--- src/rtl/core/delta_timer_queue_macros.svh ---
// assertion macros used by the delta timer queue datapath
`ifndef DELTA_TIMER_QUEUE_MACROS_SVH
`define DELTA_TIMER_QUEUE_MACROS_SVH

// condition holds at every edge out of reset
`define DTQ_ASSERT_ALWAYS(label, clk, rst_n, cond) \
    label: assert property (@(posedge clk) disable iff (!rst_n) (cond)) \
        else $error("delta timer queue check failed");

// consequent holds in the same cycle as the antecedent
`define DTQ_ASSERT_IMPLIES(label, clk, rst_n, ante, cons) \
    label: assert property (@(posedge clk) disable iff (!rst_n) (ante) |-> (cons)) \
        else $error("delta timer queue check failed");

// consequent holds in the cycle after the antecedent
`define DTQ_ASSERT_NEXT(label, clk, rst_n, ante, cons) \
    label: assert property (@(posedge clk) disable iff (!rst_n) (ante) |=> (cons)) \
        else $error("delta timer queue check failed");

`endif

--- src/rtl/core/dtq_pkg.sv ---
// shared constants, codes and command/status types for the delta timer queue
package dtq_pkg;

    localparam int CAPACITY   = 16;
    localparam int TAG_BITS   = 16;
    localparam int DELAY_BITS = 16;

    localparam int CNT_W   = $clog2(CAPACITY + 1);
    localparam int IDX_W   = $clog2(CAPACITY);
    localparam int FRONT_W = DELAY_BITS + 1;
    localparam int STATUS_W = 2;

    localparam logic [STATUS_W-1:0] ST_DONE  = 2'd0;
    localparam logic [STATUS_W-1:0] ST_FULL  = 2'd1;
    localparam logic [STATUS_W-1:0] ST_EMPTY = 2'd2;

    localparam logic MODE_INSERT = 1'b0;
    localparam logic MODE_REMOVE = 1'b1;

    typedef struct packed {
        logic                load;
        logic                walk_step;
        logic                write_ins;
        logic                write_rem;
        logic                out_load;
        logic [STATUS_W-1:0] status;
    } t_dp_cmd;

    typedef struct packed {
        logic is_remove;
        logic full;
        logic empty;
        logic walk_more;
        logic out_free;
    } t_dp_stat;

endpackage

--- src/rtl/core/dtq_ctrl.sv ---
// sequencing state machine for the delta timer queue
module dtq_ctrl (
    input  logic               i_clk,
    input  logic               i_rst_n,
    input  logic               i_valid,
    output logic               o_ready,
    input  dtq_pkg::t_dp_stat  i_stat,
    output dtq_pkg::t_dp_cmd   o_cmd
);

    localparam logic [2:0] S_IDLE   = 3'd0;
    localparam logic [2:0] S_CHECK  = 3'd1;
    localparam logic [2:0] S_WALK   = 3'd2;
    localparam logic [2:0] S_INSERT = 3'd3;
    localparam logic [2:0] S_REMOVE = 3'd4;
    localparam logic [2:0] S_FINISH = 3'd5;

    logic [2:0]                     r_state;
    logic [2:0]                     n_state;
    logic [dtq_pkg::STATUS_W-1:0]   r_status;
    logic [dtq_pkg::STATUS_W-1:0]   n_status;

    assign o_ready = (r_state == S_IDLE);

    always_comb begin
        n_state  = r_state;
        n_status = r_status;
        o_cmd    = '0;
        unique case (r_state)
            S_IDLE: begin
                if (i_valid) begin
                    o_cmd.load = 1'b1;
                    n_state    = S_CHECK;
                end
            end
            S_CHECK: begin
                if (i_stat.is_remove) begin
                    if (i_stat.empty) begin
                        n_status = dtq_pkg::ST_EMPTY;
                        n_state  = S_FINISH;
                    end else begin
                        n_status = dtq_pkg::ST_DONE;
                        n_state  = S_REMOVE;
                    end
                end else begin
                    if (i_stat.full) begin
                        n_status = dtq_pkg::ST_FULL;
                        n_state  = S_FINISH;
                    end else begin
                        n_status = dtq_pkg::ST_DONE;
                        n_state  = S_WALK;
                    end
                end
            end
            S_WALK: begin
                // one entry per cycle: subtract its delta while entries remain and the delay is larger
                if (i_stat.walk_more) begin
                    o_cmd.walk_step = 1'b1;
                end else begin
                    n_state = S_INSERT;
                end
            end
            S_INSERT: begin
                o_cmd.write_ins = 1'b1;
                n_state         = S_FINISH;
            end
            S_REMOVE: begin
                o_cmd.write_rem = 1'b1;
                n_state         = S_FINISH;
            end
            S_FINISH: begin
                if (i_stat.out_free) begin
                    o_cmd.out_load = 1'b1;
                    o_cmd.status   = r_status;
                    n_state        = S_IDLE;
                end
            end
            default: begin
                n_state = S_IDLE;
            end
        endcase
    end

    always_ff @(posedge i_clk) begin
        if (!i_rst_n) begin
            r_state  <= S_IDLE;
            r_status <= dtq_pkg::ST_DONE;
        end else begin
            r_state  <= n_state;
            r_status <= n_status;
        end
    end

endmodule

--- src/rtl/core/dtq_datapath.sv ---
// entry store, delay walk and result register of the delta timer queue
`include "delta_timer_queue_macros.svh"

module dtq_datapath (
    input  logic                                 i_clk,
    input  logic                                 i_rst_n,
    input  dtq_pkg::t_dp_cmd                     i_cmd,
    output dtq_pkg::t_dp_stat                    o_stat,
    input  logic                                 i_mode,
    input  logic [dtq_pkg::TAG_BITS-1:0]         i_tag,
    input  logic [dtq_pkg::DELAY_BITS-1:0]       i_delay,
    output logic                                 o_valid,
    input  logic                                 i_ready,
    output logic [dtq_pkg::STATUS_W-1:0]         o_status,
    output logic [dtq_pkg::TAG_BITS-1:0]         o_removed_tag,
    output logic [dtq_pkg::CNT_W-1:0]            o_entry_count,
    output logic signed [dtq_pkg::FRONT_W-1:0]   o_front_delay
);

    logic [dtq_pkg::TAG_BITS-1:0]   r_tags   [dtq_pkg::CAPACITY];
    logic [dtq_pkg::DELAY_BITS-1:0] r_deltas [dtq_pkg::CAPACITY];
    logic [dtq_pkg::CNT_W-1:0]      r_count;

    logic                           r_mode;
    logic [dtq_pkg::TAG_BITS-1:0]   r_tag_in;
    logic [dtq_pkg::DELAY_BITS-1:0] r_rem;
    logic [dtq_pkg::CNT_W-1:0]      r_pos;
    logic [dtq_pkg::TAG_BITS-1:0]   r_removed;

    logic                              r_out_valid;
    logic [dtq_pkg::STATUS_W-1:0]      r_out_status;
    logic [dtq_pkg::TAG_BITS-1:0]      r_out_tag;
    logic [dtq_pkg::CNT_W-1:0]         r_out_count;
    logic [dtq_pkg::FRONT_W-1:0]       r_out_front;

    logic [dtq_pkg::DELAY_BITS-1:0] cur_delta;
    logic [dtq_pkg::CNT_W-1:0]      pos_next;
    logic [dtq_pkg::CNT_W-1:0]      count_inc;
    logic                           out_free;

    assign cur_delta = r_deltas[r_pos[dtq_pkg::IDX_W-1:0]];
    assign pos_next  = r_pos + dtq_pkg::CNT_W'(1);
    assign count_inc = r_count + dtq_pkg::CNT_W'(1);
    assign out_free  = !r_out_valid || i_ready;

    assign o_stat.is_remove = (r_mode == dtq_pkg::MODE_REMOVE);
    assign o_stat.full      = (r_count == dtq_pkg::CNT_W'(dtq_pkg::CAPACITY));
    assign o_stat.empty     = (r_count == '0);
    assign o_stat.walk_more = (r_pos < r_count) && (r_rem > cur_delta);
    assign o_stat.out_free  = out_free;

    always_ff @(posedge i_clk) begin
        if (i_cmd.load) begin
            r_mode    <= i_mode;
            r_tag_in  <= i_tag;
            r_rem     <= i_delay;
            r_pos     <= '0;
            r_removed <= '0;
        end else if (i_cmd.walk_step) begin
            r_rem <= r_rem - cur_delta;
            r_pos <= pos_next;
        end else if (i_cmd.write_rem) begin
            r_removed <= r_tags[0];
        end
    end

    // insert shifts the slots behind its position back; remove moves every slot forward
    for (genvar g = 0; g < dtq_pkg::CAPACITY; g++) begin : g_slot
        localparam int PREV = (g == 0) ? 0 : g - 1;
        localparam int NEXT = (g == dtq_pkg::CAPACITY - 1) ? g : g + 1;
        always_ff @(posedge i_clk) begin
            if (i_cmd.write_ins) begin
                if (dtq_pkg::CNT_W'(g) > r_pos && dtq_pkg::CNT_W'(g) <= r_count) begin
                    r_tags[g] <= r_tags[PREV];
                    if (dtq_pkg::CNT_W'(g) == pos_next) begin
                        r_deltas[g] <= r_deltas[PREV] - r_rem;
                    end else begin
                        r_deltas[g] <= r_deltas[PREV];
                    end
                end else if (dtq_pkg::CNT_W'(g) == r_pos) begin
                    r_tags[g]   <= r_tag_in;
                    r_deltas[g] <= r_rem;
                end
            end else if (i_cmd.write_rem) begin
                r_tags[g]   <= r_tags[NEXT];
                r_deltas[g] <= r_deltas[NEXT];
            end
        end
    end

    always_ff @(posedge i_clk) begin
        if (!i_rst_n) begin
            r_count <= '0;
        end else if (i_cmd.write_ins) begin
            r_count <= count_inc;
        end else if (i_cmd.write_rem) begin
            r_count <= r_count - dtq_pkg::CNT_W'(1);
        end
    end

    always_ff @(posedge i_clk) begin
        if (!i_rst_n) begin
            r_out_valid <= 1'b0;
        end else if (i_cmd.out_load) begin
            r_out_valid <= 1'b1;
        end else if (i_ready) begin
            r_out_valid <= 1'b0;
        end
    end

    always_ff @(posedge i_clk) begin
        if (i_cmd.out_load) begin
            r_out_status <= i_cmd.status;
            r_out_tag    <= r_removed;
            r_out_count  <= r_count;
            // empty queue reads as all ones, i.e. minus one
            if (r_count == '0) begin
                r_out_front <= '1;
            end else begin
                r_out_front <= {1'b0, r_deltas[0]};
            end
        end
    end

    assign o_valid       = r_out_valid;
    assign o_status      = r_out_status;
    assign o_removed_tag = r_out_tag;
    assign o_entry_count = r_out_count;
    assign o_front_delay = r_out_front;

    `DTQ_ASSERT_ALWAYS(a_count_cap, i_clk, i_rst_n, r_count <= dtq_pkg::CNT_W'(dtq_pkg::CAPACITY))
    `DTQ_ASSERT_NEXT(a_ins_count, i_clk, i_rst_n, i_cmd.write_ins, r_count == $past(count_inc))
    `DTQ_ASSERT_IMPLIES(a_walk_bound, i_clk, i_rst_n, i_cmd.walk_step, r_pos < r_count)
    `DTQ_ASSERT_IMPLIES(a_out_slot, i_clk, i_rst_n, i_cmd.out_load, out_free)

endmodule

--- src/rtl/core/delta_timer_queue.sv ---
// Delta timer queue: holds up to 16 tagged timers in expiry order, each storing its delay
// relative to the entry ahead, so the front delta is the time to the first expiry. One
// operation is taken at a time and gives one result. After the input transfer the control
// passes through its check state, then to remove, or to a walk and then insert, or straight
// to finish for a rejected insert or remove; the result is loaded in finish. The walk does
// one subtract and compare per stored entry per cycle and passes k entries (0 to 15). The
// next transfer in can be taken as the result appears in the output register. Finish
// waits only while an earlier result sits unaccepted in the output register.
module delta_timer_queue (
    input  logic                                 i_clk,
    input  logic                                 i_rst_n,
    input  logic                                 i_valid,
    output logic                                 o_ready,
    input  logic                                 i_mode,
    input  logic [dtq_pkg::TAG_BITS-1:0]         i_tag,
    input  logic [dtq_pkg::DELAY_BITS-1:0]       i_delay,
    output logic                                 o_valid,
    input  logic                                 i_ready,
    output logic [dtq_pkg::STATUS_W-1:0]         o_status,
    output logic [dtq_pkg::TAG_BITS-1:0]         o_removed_tag,
    output logic [dtq_pkg::CNT_W-1:0]            o_entry_count,
    output logic signed [dtq_pkg::FRONT_W-1:0]   o_front_delay
);

    dtq_pkg::t_dp_cmd  dp_cmd;
    dtq_pkg::t_dp_stat dp_stat;

    dtq_ctrl u_ctrl (
        .i_clk   (i_clk),
        .i_rst_n (i_rst_n),
        .i_valid (i_valid),
        .o_ready (o_ready),
        .i_stat  (dp_stat),
        .o_cmd   (dp_cmd)
    );

    dtq_datapath u_datapath (
        .i_clk         (i_clk),
        .i_rst_n       (i_rst_n),
        .i_cmd         (dp_cmd),
        .o_stat        (dp_stat),
        .i_mode        (i_mode),
        .i_tag         (i_tag),
        .i_delay       (i_delay),
        .o_valid       (o_valid),
        .i_ready       (i_ready),
        .o_status      (o_status),
        .o_removed_tag (o_removed_tag),
        .o_entry_count (o_entry_count),
        .o_front_delay (o_front_delay)
    );

endmodule
--- config.mk ---
export PLATFORM = sky130hd
export DESIGN_NAME = delta_timer_queue
export DESIGN_NICKNAME = d
export VERILOG_FILES = /design/src/rtl/core/dtq_pkg.sv /design/src/rtl/core/dtq_ctrl.sv /design/src/rtl/core/dtq_datapath.sv /design/src/rtl/core/delta_timer_queue.sv
export VERILOG_INCLUDE_DIRS = /design/src /design/src/rtl/core
export SDC_FILE = /design/constraint.sdc
export NUM_CORES = 2
export LEC_CHECK = 0
export ABC_AREA = 1
export BUFFER_PORTS_ARGS = -buffer_cell sky130_fd_sc_hd__buf_2
export CAP_MARGIN = 20
export CORE_MARGIN = 2
export CORE_UTILIZATION = 59
export DETAILED_ROUTE_END_ITERATION = 16
export PLACE_DENSITY_LB_ADDON = 0.12
export SLEW_MARGIN = 15
export SYNTH_ARGS = -nofsm -noshare
export SYNTH_HDL_FRONTEND = slang
export SYNTH_HIERARCHICAL = 1
export SYNTH_SLANG_ARGS = --single-unit
export TNS_END_PERCENT = 100
--- constraint.sdc ---
create_clock -name i_clk -period 3.9 [get_ports i_clk]
set_input_delay 0.195 -clock i_clk [delete_from_list [all_inputs] [get_ports i_clk]]
set_output_delay 0.195 -clock i_clk [all_outputs]
set_load 0.02 [all_outputs]
# Word level (Yosys, flattened, before mapping)
# Memory sizes are Yosys's and may differ from the RTL's. A register that Yosys moved wholly into a read port is not among the register bits.
# Index checks and enable logic that the tools add are counted.
[word_totals]
ram_bits = 512
mem_count = 2
elab_cells = 569
input_bits = 37
ff_bits = 105
out_inout_bits = 42
[op_classes]
n_bitwise = 81
n_eq_ne = 39
muxes = 350
reduce_logical = 30
n_lt_le_gt_ge = 34
addsub = 19
[memory_table]
columns = ["memory", "words", "word_bits", "rd", "rd_clocked_by_memory_dff", "wr", "line_no", "source"]
rows = [
  ["u_datapath.r_deltas", 16, 16, 17, 1, 16, "dtq_datapath.sv:21", "logic [dtq_pkg::DELAY_BITS-1:0] r_deltas [dtq_pkg::CAPACITY];"],
  ["u_datapath.r_tags", 16, 16, 16, 0, 16, "dtq_datapath.sv:20", "logic [dtq_pkg::TAG_BITS-1:0] r_tags [dtq_pkg::CAPACITY];"],
]
[op_table]
columns = ["cell", "count"]
rows = [
  ["$mux W16", 82],
  ["$sub A16 B16 Y16", 16],
  ["$mux W1", 253],
  ["$eq A4 B5 Y1 const A", 16],
  ["$or A1 B1 Y1", 80],
  ["$eq A3 B5 Y1 const A", 8],
  ["$gt A4 B5 Y1 const A", 8],
  ["$le A4 B5 Y1 const A", 8],
  ["$mux W3", 7],
  ["$eq A2 B5 Y1 const A", 4],
  ["$gt A3 B5 Y1 const A", 4],
  ["$le A3 B5 Y1 const A", 4],
  ["$logic_and A1 B1 Y1", 17],
  ["$mux W17", 1],
  ["$gt A16 B16 Y1", 1],
  ["$logic_not A5 Y1", 3],
  ["$pmux W3 S5", 1],
  ["$add A5 B1 Y5 const B", 2],
  ["$eq A1 B5 Y1 const A", 2],
  ["$gt A1 B5 Y1 const A", 2],
  ["$gt A2 B5 Y1 const A", 2],
  ["$le A1 B5 Y1 const A", 2],
  ["$le A2 B5 Y1 const A", 2],
  ["$mux W5", 2],
  ["other kinds (18)", 26],
]

# Logic depth before layout (Yosys ltp)
[depth]
ltp_word = 9
depth_mapped = 26
mapped_depth_nobuf = 23

# Cells and area by module
# Netlist, hierarchy kept.
[modules_own_cells]
columns = ["mod", "cells_per_inst", "instances", "seq_area_each_um2", "area_per_inst_um2"]
rows = [
  ["dtq_datapath", 6410, 1, 18187.4, 46931.3],
  ["dtq_ctrl", 56, 1, 100.1, 334.1],
]

# Least setup slack after synthesis
# OpenSTA, ideal clock, no wires.
[synth_timing]
path_type = "register -> register"
from = "register u_datapath/r_pos[0] in the netlist's numbering"
to = "memory u_datapath/r_deltas[4][0] in the netlist's numbering, enable pin"
path_stages_with_launch = 9
arrival_ns = 3.615
n_path_buf = 1
synth_period_minus_slack_ns = 4.080
path_slack_ns = -0.180
required_ns = 3.434
setup_time_ns = 0.466
cell_sequence = "dfxtp_1 > buf_2 > inv_1 > ha_1 > nand2_1 > nor2_1 > nor2_1 > nand2_1 > o21ai_0"
[synth_lines]
columns = ["element", "line_no", "source"]
rows = [
  ["from (decl)", "dtq_datapath.sv:27", "logic [dtq_pkg::CNT_W-1:0] r_pos;"],
  ["from (signal assigned)", "dtq_datapath.sv:61", "r_pos <= pos_next;"],
  ["to (decl)", "dtq_datapath.sv:21", ""],
]

==> flow_summary.toml <==
[synth]
syn_area_um2 = 47300
ys.flop_type = "edfxtp_1"
synth_area_leaders = "edfxtp_1 37%, nand2_1 17%, ha_1 6.8%"
synthCells = 6466
syn_avg_cell_area_um2 = 7.31
synth.largest_area_cell = "edfxtp_1"
yosysMostFrequentCell = "nand2_1"
synth_edf_count = 585
synth_nets = 6774
yosysSeqAreaShare = 0.387
yosys_warnings = 6
synth_common_cells = "2138 x nand2_1, 648 x inv_1, 585 x edfxtp_1, 497 x nand3_1, 426 x o21ai_0"
synth-seq-cells = 621
yosys.area.top_type_share = 0.372
synth_cell_types = 53
async_flop_share = 0

[timing]
clock.fmax_mhz = 268
drv_slew = 0
layout_min_cycle_time_ns = 3.73
setup_violations = 0
fin_skew_ns = 0.0295
hold_viol_final = 0
period_share = 0.957
worst_pin_slew_ns = 1.25
slew_headroom = 0.164
hold-worst-slack_ns = 0.0467

[grt]
first_global_vias = 45645
grt_max_degree = 185
grt_pass1_wl_mm = 283
overflow = 0
grt_antenna_before_repair = 4
grt.total_usage = 0.457

[worst_hold_path]
hold_class = "input pin to register"

[pwr]
power.density_nw_per_um2 = 929
p_leak_nw = 24.0
ir_drop_mv = 0.591

[drt]
wl_per_cell_um = 24.8
antenna_left = 0
via_per_inst = 6.36
drtIter0Drc = 7853
num_vias = 49538
drt-total-wl_mm = 193
drc = 0
drtPass1Iterations = 7

[clock_tree]
cts_made_buffers = 73
cts_tree = "built"
htreeDepth = 3
cts_root_buf = "clkbuf_16"
worstSkewPairLatency_ns = 0.65
clock_sinks = 621
clockBufferDepth = 3
clk_pin_slew_ns = 0.06

[floorplanning]
dieHeight_um = 287
die_w_um = 287
ios = 79
die_area_um2 = 82400
fp.coreArea_um2 = 79100
num_rows = 103
initial_core_util = 0.597

[cells_and_area]
synthToLayoutAreaGrowth_pct = 12.5
final_core_util = 0.672
drive_gt1_frac = 0.0926
num-fill-cells = 6988
fin_nets = 6988

[critical_path]
worstPathRequired_ns = 4.23
crit_fanout = 35
crit_slowest_cell = "dfxtp_2"
critPathBufInv = 6
worstSetupPathType = "register to register"
slowest_delay_ns = 0.42
crit_family = "simple AND/OR/NAND/NOR gates"
critPathLaunchType = "register"
crit_chain = "buf_12 > o21ai_0 > o22ai_1 > o211ai_1 > nand2_1 > inv_1 > ha_1 > nand2_1 > nor2_1 > nand3_1 > nand3_1 > a21oi_1 > nor3_1 > inv_1 > nor2_1 > nand2_1 > inv_2 > inv_1 > nand2_1 > buf_12"
endpoint_kind = "register"
cpMostUsedCell = "nand2_1"
crit_arrival_ns = 4.06

[run_status]
status = "finished clean"

[placed_design]
port_buffers = 78
dp_hpwl_mm = 141
place.gp.congestion = 1.07

[flow_run]
timing.max_cap.violations = 0
[routing by layer]
metal / share of wire / vias up / global-route usage
met5: 0.00044 / - / 0.000581
met4: 0.071 / 6 / 0.274
met3: 0.15 / 735 / 0.125
met2: 0.42 / 3597 / 0.678
met1: 0.36 / 22890 / 0.599
li1: - / 22310 / -
[cell usage in the layout, fill, tap and decap left out, drive strengths merged, types with 3 or more instances in the layout]
master,n
a21boi,3
a21o,16
a21oi,356
a22oi,89
a31oi,19
and2,20
buf,378
bufinv,4
clkbuf,90
clkinv,35
clkinvlp,6
dfxtp,36
diode,3
dlygate4sd3,35
edfxtp,585
fa,16
ha,255
inv,670
nand2,2163
nand3,503
nand3b,35
nand4,16
nor2,434
nor3,24
o211ai,26
o21a,21
o21ai,490
o21bai,20
o221ai,25
o22ai,248
or2,19
xnor2,33
xor2,58
[tightest hold or removal path, stage by stage]
cell     delay, ns
buf_2         0.08
nand2_1       0.16
nand2_1       0.12
[cell families (layout without fill, tap and decap cells)]
logic type,Yosys count,in the layout,share of synthesized area
and+or+nand+nor,3218,3218,0.281
buffers and inverters,948,1218,0.0813
other,0,3,0
xor gates and xnor gates,91,91,0.0170
AOI/OAI and AO/OA,1317,1317,0.160
adders and majority gates,271,271,0.0743
DFF,621,621,0.387
[through the flow]
stage	TNS, ns	power (mW)	std cells	setup slack [ns]	cell area (um2)
2_1_floorplan	0	30.9	6466	0.000954	47300
3_3_place_gp	0	40.6	7610	0.0888	50200
3_5_place_dp	0	41.0	7613	0.0735	50300
4_1_cts	0	48.0	7779	0.0333	53000
5_1_grt	-0.00368	52.4	7786	-0.00368	53200
6_report	0	49.4	7789	0.167	53200
[sequential cells by signal, indices dropped and copies added (netlist names), named ones only]
signal	cells
u_ctrl/r_status	2
u_datapath/r_count	5
u_datapath/o_front_delay	17
u_ctrl/r_state	3
u_datapath/o_entry_count	5
u_datapath/r_pos	5
u_datapath/o_removed_tag	16
u_datapath/r_rem	16
u_datapath/r_tag_in	16
u_datapath/r_tags	256
u_datapath/r_mode	1
u_datapath/r_removed	16
u_datapath/o_valid	1
u_datapath/r_deltas	256
u_datapath/o_status	2
[timing repair]
item                                    in CTS  in global routing
gates resized for setup                      0                 21
hold buffers                                35                  0
buffers inserted                             0                  2
endpoints found under the hold margin       43                  0
endpoints found under the setup margin       0                 40
[path summary, 6_finish.rpt]
check,endpoint,slack (ns),from,depth (start not counted)
worst max-delay path,u_datapath/r_rem[7],0.17,register,20
worst min-delay path,u_datapath/r_rem[11],0.05,i_delay[11],3
worst max register to register,u_datapath/r_rem[7],0.17,register,20
worst min register to register,u_datapath/o_removed_tag[2],0.44,u_datapath/r_removed[2],0
[power breakdown]
part           switching (mW)  leakage [nW]  internal [mW]
clock network            3.05          1.12           3.81
logic                    20.3          17.3           10.2
registers                1.67          5.63           10.4
[cell type report]
class	count	area, um2	share of cell area
Timing Repair Buffer	415	3380	0.0636
Tap cell	1050	1310	0.0247
Antenna cell	3	7.51	0.000141
Inverter	672	2530	0.0477
Multi-Input combinational cell	4897	25300	0.476
Clock inverter	43	420	0.00790
Sequential cell	621	18300	0.344
Clock buffer	88	1910	0.0360
Power figures use the tool's default switching activity.
